==> src/rtl/plr_pkg.sv <==
// Package for the process load ranker: command types, codes and constants.
// Used by plr_front, plr_back, plr_div and the top level; no dependencies.
package plr_pkg;

  localparam int LIST_DEPTH_DEF = 7;
  localparam int PID_SLOTS_DEF  = 4096;
  localparam int QUEUE_DEPTH    = 2;

  // Load scale: percent (100) in Q8 (256).
  localparam int PCT_SCALE  = 100;
  localparam int Q8_ONE     = 256;
  localparam int LOAD_SCALE = PCT_SCALE * Q8_ONE;
  localparam int SCALE_W    = 15;
  localparam int NUMER_W    = 32 + SCALE_W;

  localparam logic [1:0] KIND_START  = 2'd0;
  localparam logic [1:0] KIND_SAMPLE = 2'd1;
  localparam logic [1:0] KIND_EMIT   = 2'd2;
  localparam logic [1:0] KIND_UNUSED = 2'd3;

  typedef enum logic [1:0] {
    OP_START,
    OP_SAMPLE,
    OP_EMIT
  } op_t;

  // One classified item. data holds the period on a start and the
  // tick total on a sample.
  typedef struct packed {
    op_t         op;
    logic [11:0] pid;
    logic [31:0] data;
  } cmd_t;

endpackage

==> src/rtl/plr_front.sv <==
// Front end of the ranker: accepts items, classifies them and queues them.
// Depends on plr_pkg.
module plr_front import plr_pkg::*; #(
  parameter int PID_SLOTS = PID_SLOTS_DEF
) (
  input  logic        clk,
  input  logic        rst,
  input  logic        in_valid,
  output logic        in_stall,
  input  logic [1:0]  kind,
  input  logic [31:0] period_ticks,
  input  logic [11:0] pid,
  input  logic [31:0] total_ticks,
  input  logic        hold,
  output logic        q_valid,
  output cmd_t        q_cmd,
  input  logic        q_pop
);

  localparam int PTR_W = (QUEUE_DEPTH > 1) ? $clog2(QUEUE_DEPTH) : 1;
  localparam int CNT_W = $clog2(QUEUE_DEPTH + 1);

  cmd_t             slots [QUEUE_DEPTH];
  logic [PTR_W-1:0] wr_ptr;
  logic [PTR_W-1:0] rd_ptr;
  logic [CNT_W-1:0] count;
  logic             accept;
  logic             keep;
  logic             push;
  cmd_t             cmd;

  assign in_stall = hold || (count == CNT_W'(QUEUE_DEPTH));
  assign accept   = in_valid && !in_stall;

  // Classify; unused kinds and samples with out-of-range pids are dropped here.
  always_comb begin
    cmd.pid  = pid;
    cmd.data = total_ticks;
    cmd.op   = OP_SAMPLE;
    keep     = 1'b0;
    unique case (kind)
      KIND_START: begin
        cmd.op   = OP_START;
        cmd.data = period_ticks;
        keep     = 1'b1;
      end
      KIND_SAMPLE: begin
        keep = (32'(pid) < 32'(PID_SLOTS));
      end
      KIND_EMIT: begin
        cmd.op = OP_EMIT;
        keep   = 1'b1;
      end
      default: keep = 1'b0;
    endcase
  end

  assign push    = accept && keep;
  assign q_valid = (count != '0);
  assign q_cmd   = slots[rd_ptr];

  always_ff @(posedge clk) begin
    if (push) begin
      slots[wr_ptr] <= cmd;
    end
  end

  always_ff @(posedge clk) begin
    if (rst) begin
      wr_ptr <= '0;
      rd_ptr <= '0;
      count  <= '0;
    end else begin
      if (push) begin
        wr_ptr <= (wr_ptr == PTR_W'(QUEUE_DEPTH - 1)) ? '0 : wr_ptr + 1'b1;
      end
      if (q_pop) begin
        rd_ptr <= (rd_ptr == PTR_W'(QUEUE_DEPTH - 1)) ? '0 : rd_ptr + 1'b1;
      end
      count <= count + CNT_W'(push) - CNT_W'(q_pop);
    end
  end

endmodule

==> config.mk <==
export PLATFORM = sky130hd
export DESIGN_NAME = plr_front
export DESIGN_NICKNAME = d
export VERILOG_FILES = /design/src/rtl/plr_pkg.sv /design/src/rtl/plr_front.sv
export SDC_FILE = /design/constraint.sdc
export NUM_CORES = 1
export LEC_CHECK = 0
export BUFFER_PORTS_ARGS = -buffer_cell sky130_fd_sc_hd__buf_2
export CAP_MARGIN = 20
export CORE_MARGIN = 3
export CORE_UTILIZATION = 45
export CTS_CLUSTER_DIAMETER = 80
export CTS_CLUSTER_SIZE = 28
export DETAILED_ROUTE_END_ITERATION = 6
export HOLD_SLACK_MARGIN = 0.15
export PLACE_DENSITY = 0.72
export REMOVE_ABC_BUFFERS = 1
export SLEW_MARGIN = 20
export SYNTH_ARGS = -nofsm -noshare
export SYNTH_HDL_FRONTEND = slang
export SYNTH_SLANG_ARGS = --single-unit
==> constraint.sdc <==
create_clock -name clk -period 4.1 [get_ports clk]
set_clock_uncertainty 0.15 [all_clocks]
set_input_delay 0.82 -clock clk [delete_from_list [all_inputs] [get_ports clk]]
set_output_delay 0.82 -clock clk [all_outputs]
set_load 0.005 [all_outputs]
==> results.txt, run 1 <==
Clock Power Share -> 30.2%
CTS sink cnt -> 97
core area -> 8380 um2
status -> finished, final reports clean
measured slew at the worst slew-check pin -> 1.01 ns
Clock Latency Late Sink -> 0.34 ns
pwr dens -> 405 nW/um2
net switching power -> 440 uW
CTS max path bufs -> 2
Via density -> 4.97
GRT Total Usage -> 14.7%
GR Util met1 -> 19.0%
layout cell share with drive strength beyond 1 -> 66.9%
grt ovf -> 0
first-pass GRT wire length -> 11,100 um
CTS tree -> yes
fill count -> 680
post-DP HPWL -> 4820 um
endpoints failing setup -> 0
starting density of the core -> 47.1%
FF/Latch Area -> 2870 um2
Max-Cap Viols -> 0
count of different cell masters after synthesis -> 20
Switching Share -> 22.1%
DR WL/cell -> 16.0 um
initial antenna violation count -> 1
crit start category -> flop
crit path time final -> 2.65 ns
Setup TNS Final -> 0 ns
Port-buffer cells -> 130
Crit path required time -> 3.13 ns
most common cell in the synthesized netlist -> edfxtp_1
fmax -> 377 MHz
total CTS buffers -> 9
DR pass1 iterations -> 4
Post-synth top flop -> edfxtp_1
critical path class -> reg -> out
worst endpoint data arrival time -> 1.68 ns
Multi-input gate area -> 1040 um2
largest net degree at the start of global routing -> 47
root buf cell -> clkbuf_8
post-synth top area share -> 70.0%
Tcrit/Tclk final -> 64.7%
row cnt -> 33
met3 Use GR -> 4.07%
Synth async-reset ratio -> 0%
post-CTS sizing -> 0
Fin. Hold Viols -> 0
Synth Register Bits -> 97
Post-route DRC -> 0
n_diodes -> 0
H-tree depth -> 3
clk slew on worst S/H paths -> 0.08 ns
internal power -> 1.55 mW
cell count after placement -> 436
combinational share of power -> 11.6%
full die area -> 9930 um2
via count -> 2,245
post-route insts no fill -> 452
busiest grt layer -> met2
number of synthesized flops with an enable pin -> 92
Max-slew headroom -> 32.8%
RSZ-0062 raised after global routing -> false
Final Core Density -> 58.7%
initial drt markers -> 62
Final nets -> 427
sequential power share -> 58.2%
Top Ports -> 131
Mean Syn Cell Area -> 19.0 um2
chip height -> 99.7 um
peak supply drop -> 0.183 mV
final antenna-violating net count -> 0
setup bufs post-CTS -> 0
yosys warns -> 0
CTS Hold Bufs -> 0
Crit. End Element -> output port
area leader, netlist -> edfxtp_1
met2 Track Usage GR -> 23.4%
vias in the first global route -> 2,237
P&R area growth vs syn -> 24.6%
GPL Wtd Cong -> 0.736
worst min-delay path class -> reg -> reg
P_leak -> 1.87 nW
max-slew violation count -> 0
maximum fanout along the worst path -> 46
top post-synthesis cells by area -> edfxtp_1 (70%), mux2_2 (22%), dfxtp_1 (2.5%), buf_2 (0.63%), ha_1 (0.63%)
synthesized cell area -> 3950 um2
wirelength, routed -> 7220 um
Die X -> 99.7 um
Post-Synthesis Cells -> 208
Synth top cells by count -> edfxtp_1 (92), mux2_2 (78), buf_2 (5), dfxtp_1 (5), nor2_1 (5)
sequential fraction of the synthesis area -> 72.5%
-- layout make-up --
type | count | area share, %
multi-input cells | 99 | 21.1
repair buffers | 132 | 13.8
inverters | 3 | 0.229
clock buffers | 10 | 2.60
flip-flops and latches | 97 | 58.3
well taps | 105 | 2.67
clock inverters | 6 | 1.32
-- final timing paths --
path / from / to / slack (ns) / cells past startpoint
max: flop / q_cmd[41] / 1.45 / 2
max reg2reg: count[1] / slots[0][2] / 1.82 / 4
min: wr_ptr / wr_ptr / 0.35 / 2
min reg2reg: wr_ptr / wr_ptr / 0.35 / 2
-- stage by stage --
| stage | setup slack (ns) | hold WS, ns | area, um2 | total power [mW] |
|---|---|---|---|---|
| finish | 1.45 | 0.346 | 4920 | 1.99 |
| global route | 1.36 | 0.380 | 4920 | 2.08 |
| CTS | 1.04 | 0.350 | 4910 | 2.02 |
| detailed placement | 1.18 | 0.339 | 4720 | 1.42 |
| global placement | 1.21 | 0.343 | 4720 | 1.41 |
| floorplan | 0.192 | 0.305 | 3900 | 1.30 |
-- sequential cells by signal, indices dropped and copies added (netlist names), named ones only --
name    cells
wr_ptr      1
rd_ptr      1
slots      92
count       2
-- worst max-delay path, cell delays in order (launching register included) --
cell and delay (ns):
dfxtp_4 0.77, mux2_2 0.42, buf_2 0.13
-- cells in the final DEF, fill, tap and decap left out, drive strengths merged --
cell type,count
or4,1
or3,1
nor2,5
inv,5
or2,2
xor2,1
bufinv,1
clkinv,3
buf,132
a21bo,1
nor3,1
xnor2,1
edfxtp,92
o31ai,1
clkbuf,10
mux2,78
dfxtp,5
a21oi,1
nor2b,3
ha,2
and2,1
-- kinds of logic (layout without fill, tap and decap cells) --
logic type / Yosys count / in the layout / share of synthesized area [%]
adders and majority gates: 2 / 2 / 0.634
DFF: 97 / 97 / 72.5
xor gates and xnor gates: 2 / 2 / 0.444
AOI/OAI and AO/OA: 3 / 3 / 0.570
muxes: 78 / 78 / 22.3
buffers and inverters: 12 / 151 / 1.58
and+or+nand+nor: 14 / 14 / 2.00
-- routing by layer --
layer | share of wire [%] | vias to the layer above
li1 | - | 1069
met1 | 44 | 1079
met2 | 48 | 85
met3 | 7.5 | 10
met4 | 1.0 | 2
met5 | 0.097 | -
-- power groups by stage --
stage / clock network [mW] / registers (mW) / logic (mW)
after floorplan: 0 / 1.17 / 0.126
after global placement: 0 / 1.18 / 0.228
after detailed placement: 0 / 1.18 / 0.235
after CTS: 0.620 / 1.16 / 0.237
after global routing: 0.663 / 1.16 / 0.255
final: 0.602 / 1.16 / 0.231
Power figures use the tool's default switching activity.
==> inputs of run 2 (changes only) <==
- clock period: 4.1 -> 2.2 ns (I/O delays scaled with it)
==> results.txt, run 2 (synthesized netlist as in run 1, its figures left out) <==
Post-route DRC -> 0
P_leak -> 1.99 nW
P&R area growth vs syn -> 31.1%
grt ovf -> 0
post-route setup slack -> 0.152 ns
initial antenna violation count -> 1
n_diodes -> 0
largest net degree at the start of global routing -> 32
Top Ports -> 131
Max-slew headroom -> 85.5%
critical-path cell list -> buf_4 > mux2_2 > buf_2
Largest Register -> slots
post-route cell area -> 5180 um2
GPL Wtd Cong -> 0.712
crit start category -> flop
r2r startpoint -> count[1]
starting density of the core -> 47.1%
via count -> 2,283
Setup TNS Final -> 0 ns
commonest cells after routing, fill and taps aside -> buf_2 (130), edfxtp_1 (92), mux2_2 (78), dlygate4sd3_1 (12), clkbuf_8 (9)
critical path class -> reg -> out
worst endpoint data arrival time -> 1.46 ns
Buf/Inv on CP -> 2
pwr dens -> 733 nW/um2
GRT Total Usage -> 14.9%
worst min-delay path class -> in -> reg
max FFs per register -> 92
post-route insts no fill -> 472
RSZ-0062 raised after global routing -> false
maximum fanout along the worst path -> 15
post-DP HPWL -> 4960 um
H-tree depth -> 3
reg2reg setup slack -> 0.18 ns
clk slew on worst S/H paths -> 0.08 ns
CTS max path bufs -> 2
placed instance area -> 4860 um2
Regs by FF count -> slots: 92 flops, count: 2 flops
full die area -> 9930 um2
CTS sink cnt -> 97
Crit. End Element -> output port
Hold Path Depth -> 2
DR WL/cell -> 15.1 um
setup bufs post-CTS -> 0
Final nets -> 449
Crit-path slowest cell -> mux2_2
vias in the first global route -> 2,343
wirelength, routed -> 7130 um
DR pass1 iterations -> 4
measured slew at the worst slew-check pin -> 0.216 ns
Port-buffer cells -> 130
Via density -> 4.84
crit path time final -> 2.05 ns
endpoints failing setup -> 0
final antenna-violating net count -> 0
post-CTS sizing -> 0
Tcrit/Tclk final -> 93.1%
chip height -> 99.7 um
Crit path required time -> 1.61 ns
core area -> 8380 um2
Setup WS pre-CTS -> -0.0619 ns
Clock Latency Late Sink -> 0.33 ns
initial drt markers -> 47
CTS tree -> yes
peak supply drop -> 0.364 mV
fmax -> 488 MHz
status -> finished, final reports clean
Fin. Hold Viols -> 0
Die X -> 99.7 um
first-pass GRT wire length -> 11,400 um
commonest non-fill, non-tap cell in the layout -> buf_2
Top delay family on crit path -> multiplexers
max incr delay on CP -> 0.39 ns
layout cell share with drive strength beyond 1 -> 65.4%
cell count after placement -> 446
row cnt -> 33
reg2reg path depth -> 8
Reg-to-Reg End -> count[1]
total CTS buffers -> 9
Max-Cap Viols -> 0
root buf cell -> clkbuf_8
max-slew violation count -> 0
CTS Hold Bufs -> 12
Hold Startpoint -> rst
fill count -> 639
==> run 2: changes by cell type in the layout (fill, tap and decap cells not counted) <==
| cell | delta |
|---|---|
| dlygate4sd3_1 | +12 |
| buf_12 | +5 |
| buf_4 | +5 |
| inv_6 | -2 |
| bufinv_16 | +1 |
| clkbuf_1 | -1 |
| clkinv_1 | +1 |
| clkinv_4 | -1 |
| dfxtp_2 | +1 |
| dfxtp_4 | -1 |
==> run 2: report_power, final <==
part | internal [mW] | switching, mW
sequential | 2.11 | 0.0205
clock | 0.619 | 0.538
combinational | 0.295 | 0.216
total | 3.02 | 0.774
==> run 2: layout make-up <==
type,instances,area [um2],share of cell area [%]
sequential,97,2860,55.3
multi-input combinational,99,1040,20.0
timing repair buffer,154,936,18.1
tap,105,131,2.54
clock buffer,9,124,2.39
clock inverter,5,72.6,1.40
inverter,3,11.3,0.218
==> run 2: stage by stage <==
step	power [mW]	util, %	hold slack (ns)
CTS	3.83	61.8	0.161
floorplan	2.42	-	0.305
finish	3.80	61.8	0.174
global route	3.97	61.8	0.159
global placement	2.66	58.0	0.337
detailed placement	2.67	58.0	0.340
==> run 2: per-layer routing <==
layer  wire length [um]  track usage (%)  up-vias
met5                 11                0        -
met4                 75             4.20        2
met3                530             4.77        9
met2               3470             23.6       85
met1               3050             19.7     1077
li1                   -                -     1110
==> run 2: worst max-delay path by stage <==
stage          slack (ns)     endpoint  cells past startpoint     start
2_1_floorplan       -1.33  slots[1][0]                      3  in_valid
3_3_place_gp       -0.003     count[1]                      9   kind[1]
3_5_place_dp        -0.06     count[1]                      9   kind[1]
4_1_cts              0.13    q_cmd[25]                      3      flop
5_1_grt              0.07     count[1]                      8  count[1]
6_report             0.15    q_cmd[25]                      3      flop
==> run 2: worst register-to-register path: cells and delay by family (launching register included) <==
kind                     cells  cell delay [ns]
flip-flops                   1             0.34
AND/OR/NAND/NOR              4             0.81
XOR/XNOR                     1             0.15
adder cells (fa/ha/maj)      2             0.46
buffers and inverters        1             0.04
==> inputs of run 3 (changes only) <==
--- a/config.mk
+++ b/config.mk
@@ -11,3 +11,3 @@
 export CORE_UTILIZATION = 45
-export CTS_CLUSTER_DIAMETER = 80
+export CTS_CLUSTER_DIAMETER = 40
 export CTS_CLUSTER_SIZE = 28
@@ -15,2 +15,3 @@
 export HOLD_SLACK_MARGIN = 0.15
+export MAX_ROUTING_LAYER = met4
 export PLACE_DENSITY = 0.72
--- a/constraint.sdc
+++ b/constraint.sdc
@@ -4,2 +4,2 @@
 set_output_delay 0.44 -clock clk [all_outputs]
-set_load 0.005 [all_outputs]
+set_load 0.02 [all_outputs]
==> results.txt, run 3 (synthesized netlist as in run 1, its figures left out) <==
RSZ-0062 raised after global routing -> false
initial drt markers -> 62
Fin. Hold Viols -> 0
chip height -> 99.7 um
via count -> 2,292
max incr delay on CP -> 0.39 ns
endpoints failing setup -> 0
post-DP HPWL -> 4960 um
vias in the first global route -> 2,336
GPL Wtd Cong -> 0.720
Crit. End Element -> output port
starting density of the core -> 47.1%
row cnt -> 33
crit start category -> flop
Tcrit/Tclk final -> 94.6%
Hold Startpoint -> rst
total CTS buffers -> 9
Clock Latency Late Sink -> 0.33 ns
Max-Cap Viols -> 0
Pwr Total -> 3.89 mW
DR WL/cell -> 15.1 um
Final Core Density -> 61.8%
layout cell share with drive strength beyond 1 -> 65.4%
critical path class -> reg -> out
grt ovf -> 0
P&R area growth vs syn -> 31.2%
fmax -> 481 MHz
critical-path cell list -> buf_4 > mux2_2 > buf_2
worst endpoint data arrival time -> 1.49 ns
commonest non-fill, non-tap cell in the layout -> buf_2
final antenna-violating net count -> 0
core area -> 8380 um2
Top Ports -> 131
peak supply drop -> 0.374 mV
CTS max path bufs -> 2
commonest cells after routing, fill and taps aside -> buf_2 (130), edfxtp_1 (92), mux2_2 (78), dlygate4sd3_1 (12), clkbuf_8 (9)
Die X -> 99.7 um
max-slew violation count -> 0
Crit path required time -> 1.61 ns
worst min-delay path class -> in -> reg
CTS sink cnt -> 97
Largest Register -> slots
Regs by FF count -> slots: 92 flops, count: 2 flops
DR pass1 iterations -> 4
first-pass GRT wire length -> 11,400 um
clk slew on worst S/H paths -> 0.08 ns
Port-buffer cells -> 130
setup bufs post-CTS -> 0
maximum fanout along the worst path -> 15
measured slew at the worst slew-check pin -> 0.230 ns
Final nets -> 449
initial antenna violation count -> 1
CTS tree -> yes
CTS Hold Bufs -> 12
P_leak -> 1.99 nW
r2r startpoint -> count[1]
pwr dens -> 752 nW/um2
crit path time final -> 2.08 ns
post-CTS sizing -> 0
Via density -> 4.85
fill count -> 638
max FFs per register -> 92
Post-route DRC -> 0
full die area -> 9930 um2
H-tree depth -> 3
root buf cell -> clkbuf_8
GRT Total Usage -> 15.3%
Crit-path slowest cell -> mux2_2
status -> finished, final reports clean
largest net degree at the start of global routing -> 32
Max-slew headroom -> 84.5%
wirelength, routed -> 7120 um
-- run 3: cell types whose count changed in the layout (fill, tap and decap cells not counted), sizes merged --
cell | before | now
diode | 0 | 1
-- run 3: metrics by stage --
step	setup slack [ns]	TNS, ns	instance area [um2]	hold slack, ns	std cells
after CTS	0.100	0	5180	0.161	472
final	0.120	0	5180	0.178	473
after global routing	0.0603	0	5180	0.162	473
after global placement	-0.00324	-0.00324	4860	0.337	446
after floorplan	-1.33	-111.04	3900	0.305	199
after detailed placement	-0.0619	-0.0619	4860	0.340	446
-- run 3: worst max-delay path, delay by kind of cell, from the launching register on --
family,cells,cell delay (ns)
multiplexers,1,0.39
buffers and inverters,2,0.40
flip-flops,1,0.36
-- run 3: final timing paths --
kind	depth (start not counted)	end	slack (ns)
min reg2reg	2	wr_ptr	0.37
min	2	flop	0.18
max	3	q_cmd[25]	0.12
max reg2reg	8	count[1]	0.18
-- run 3: final cells by class --
cell class	count	area (um2)	area share, %
antenna	1	2.50	0.0483
clock buffer	9	124	2.39
inverter	3	11.3	0.217
clock inverter	5	72.6	1.40
timing repair buffer	154	936	18.1
sequential	97	2860	55.3
tap	105	131	2.54
multi-input combinational	99	1040	20.0
-- run 3: power breakdown --
group          internal (mW)  switching [mW]
combinational          0.298           0.311
sequential              2.11          0.0205
clock                  0.619           0.537
total                   3.02           0.869
-- run 3: metal layers --
layer	vias to the layer above	global-route usage, %	part of all wire, %
met4	0	4.20	0.32
li1	1111	-	-
met5	-	-	0
met2	89	23.6	50
met3	3	4.42	6.9
met1	1089	19.8	43
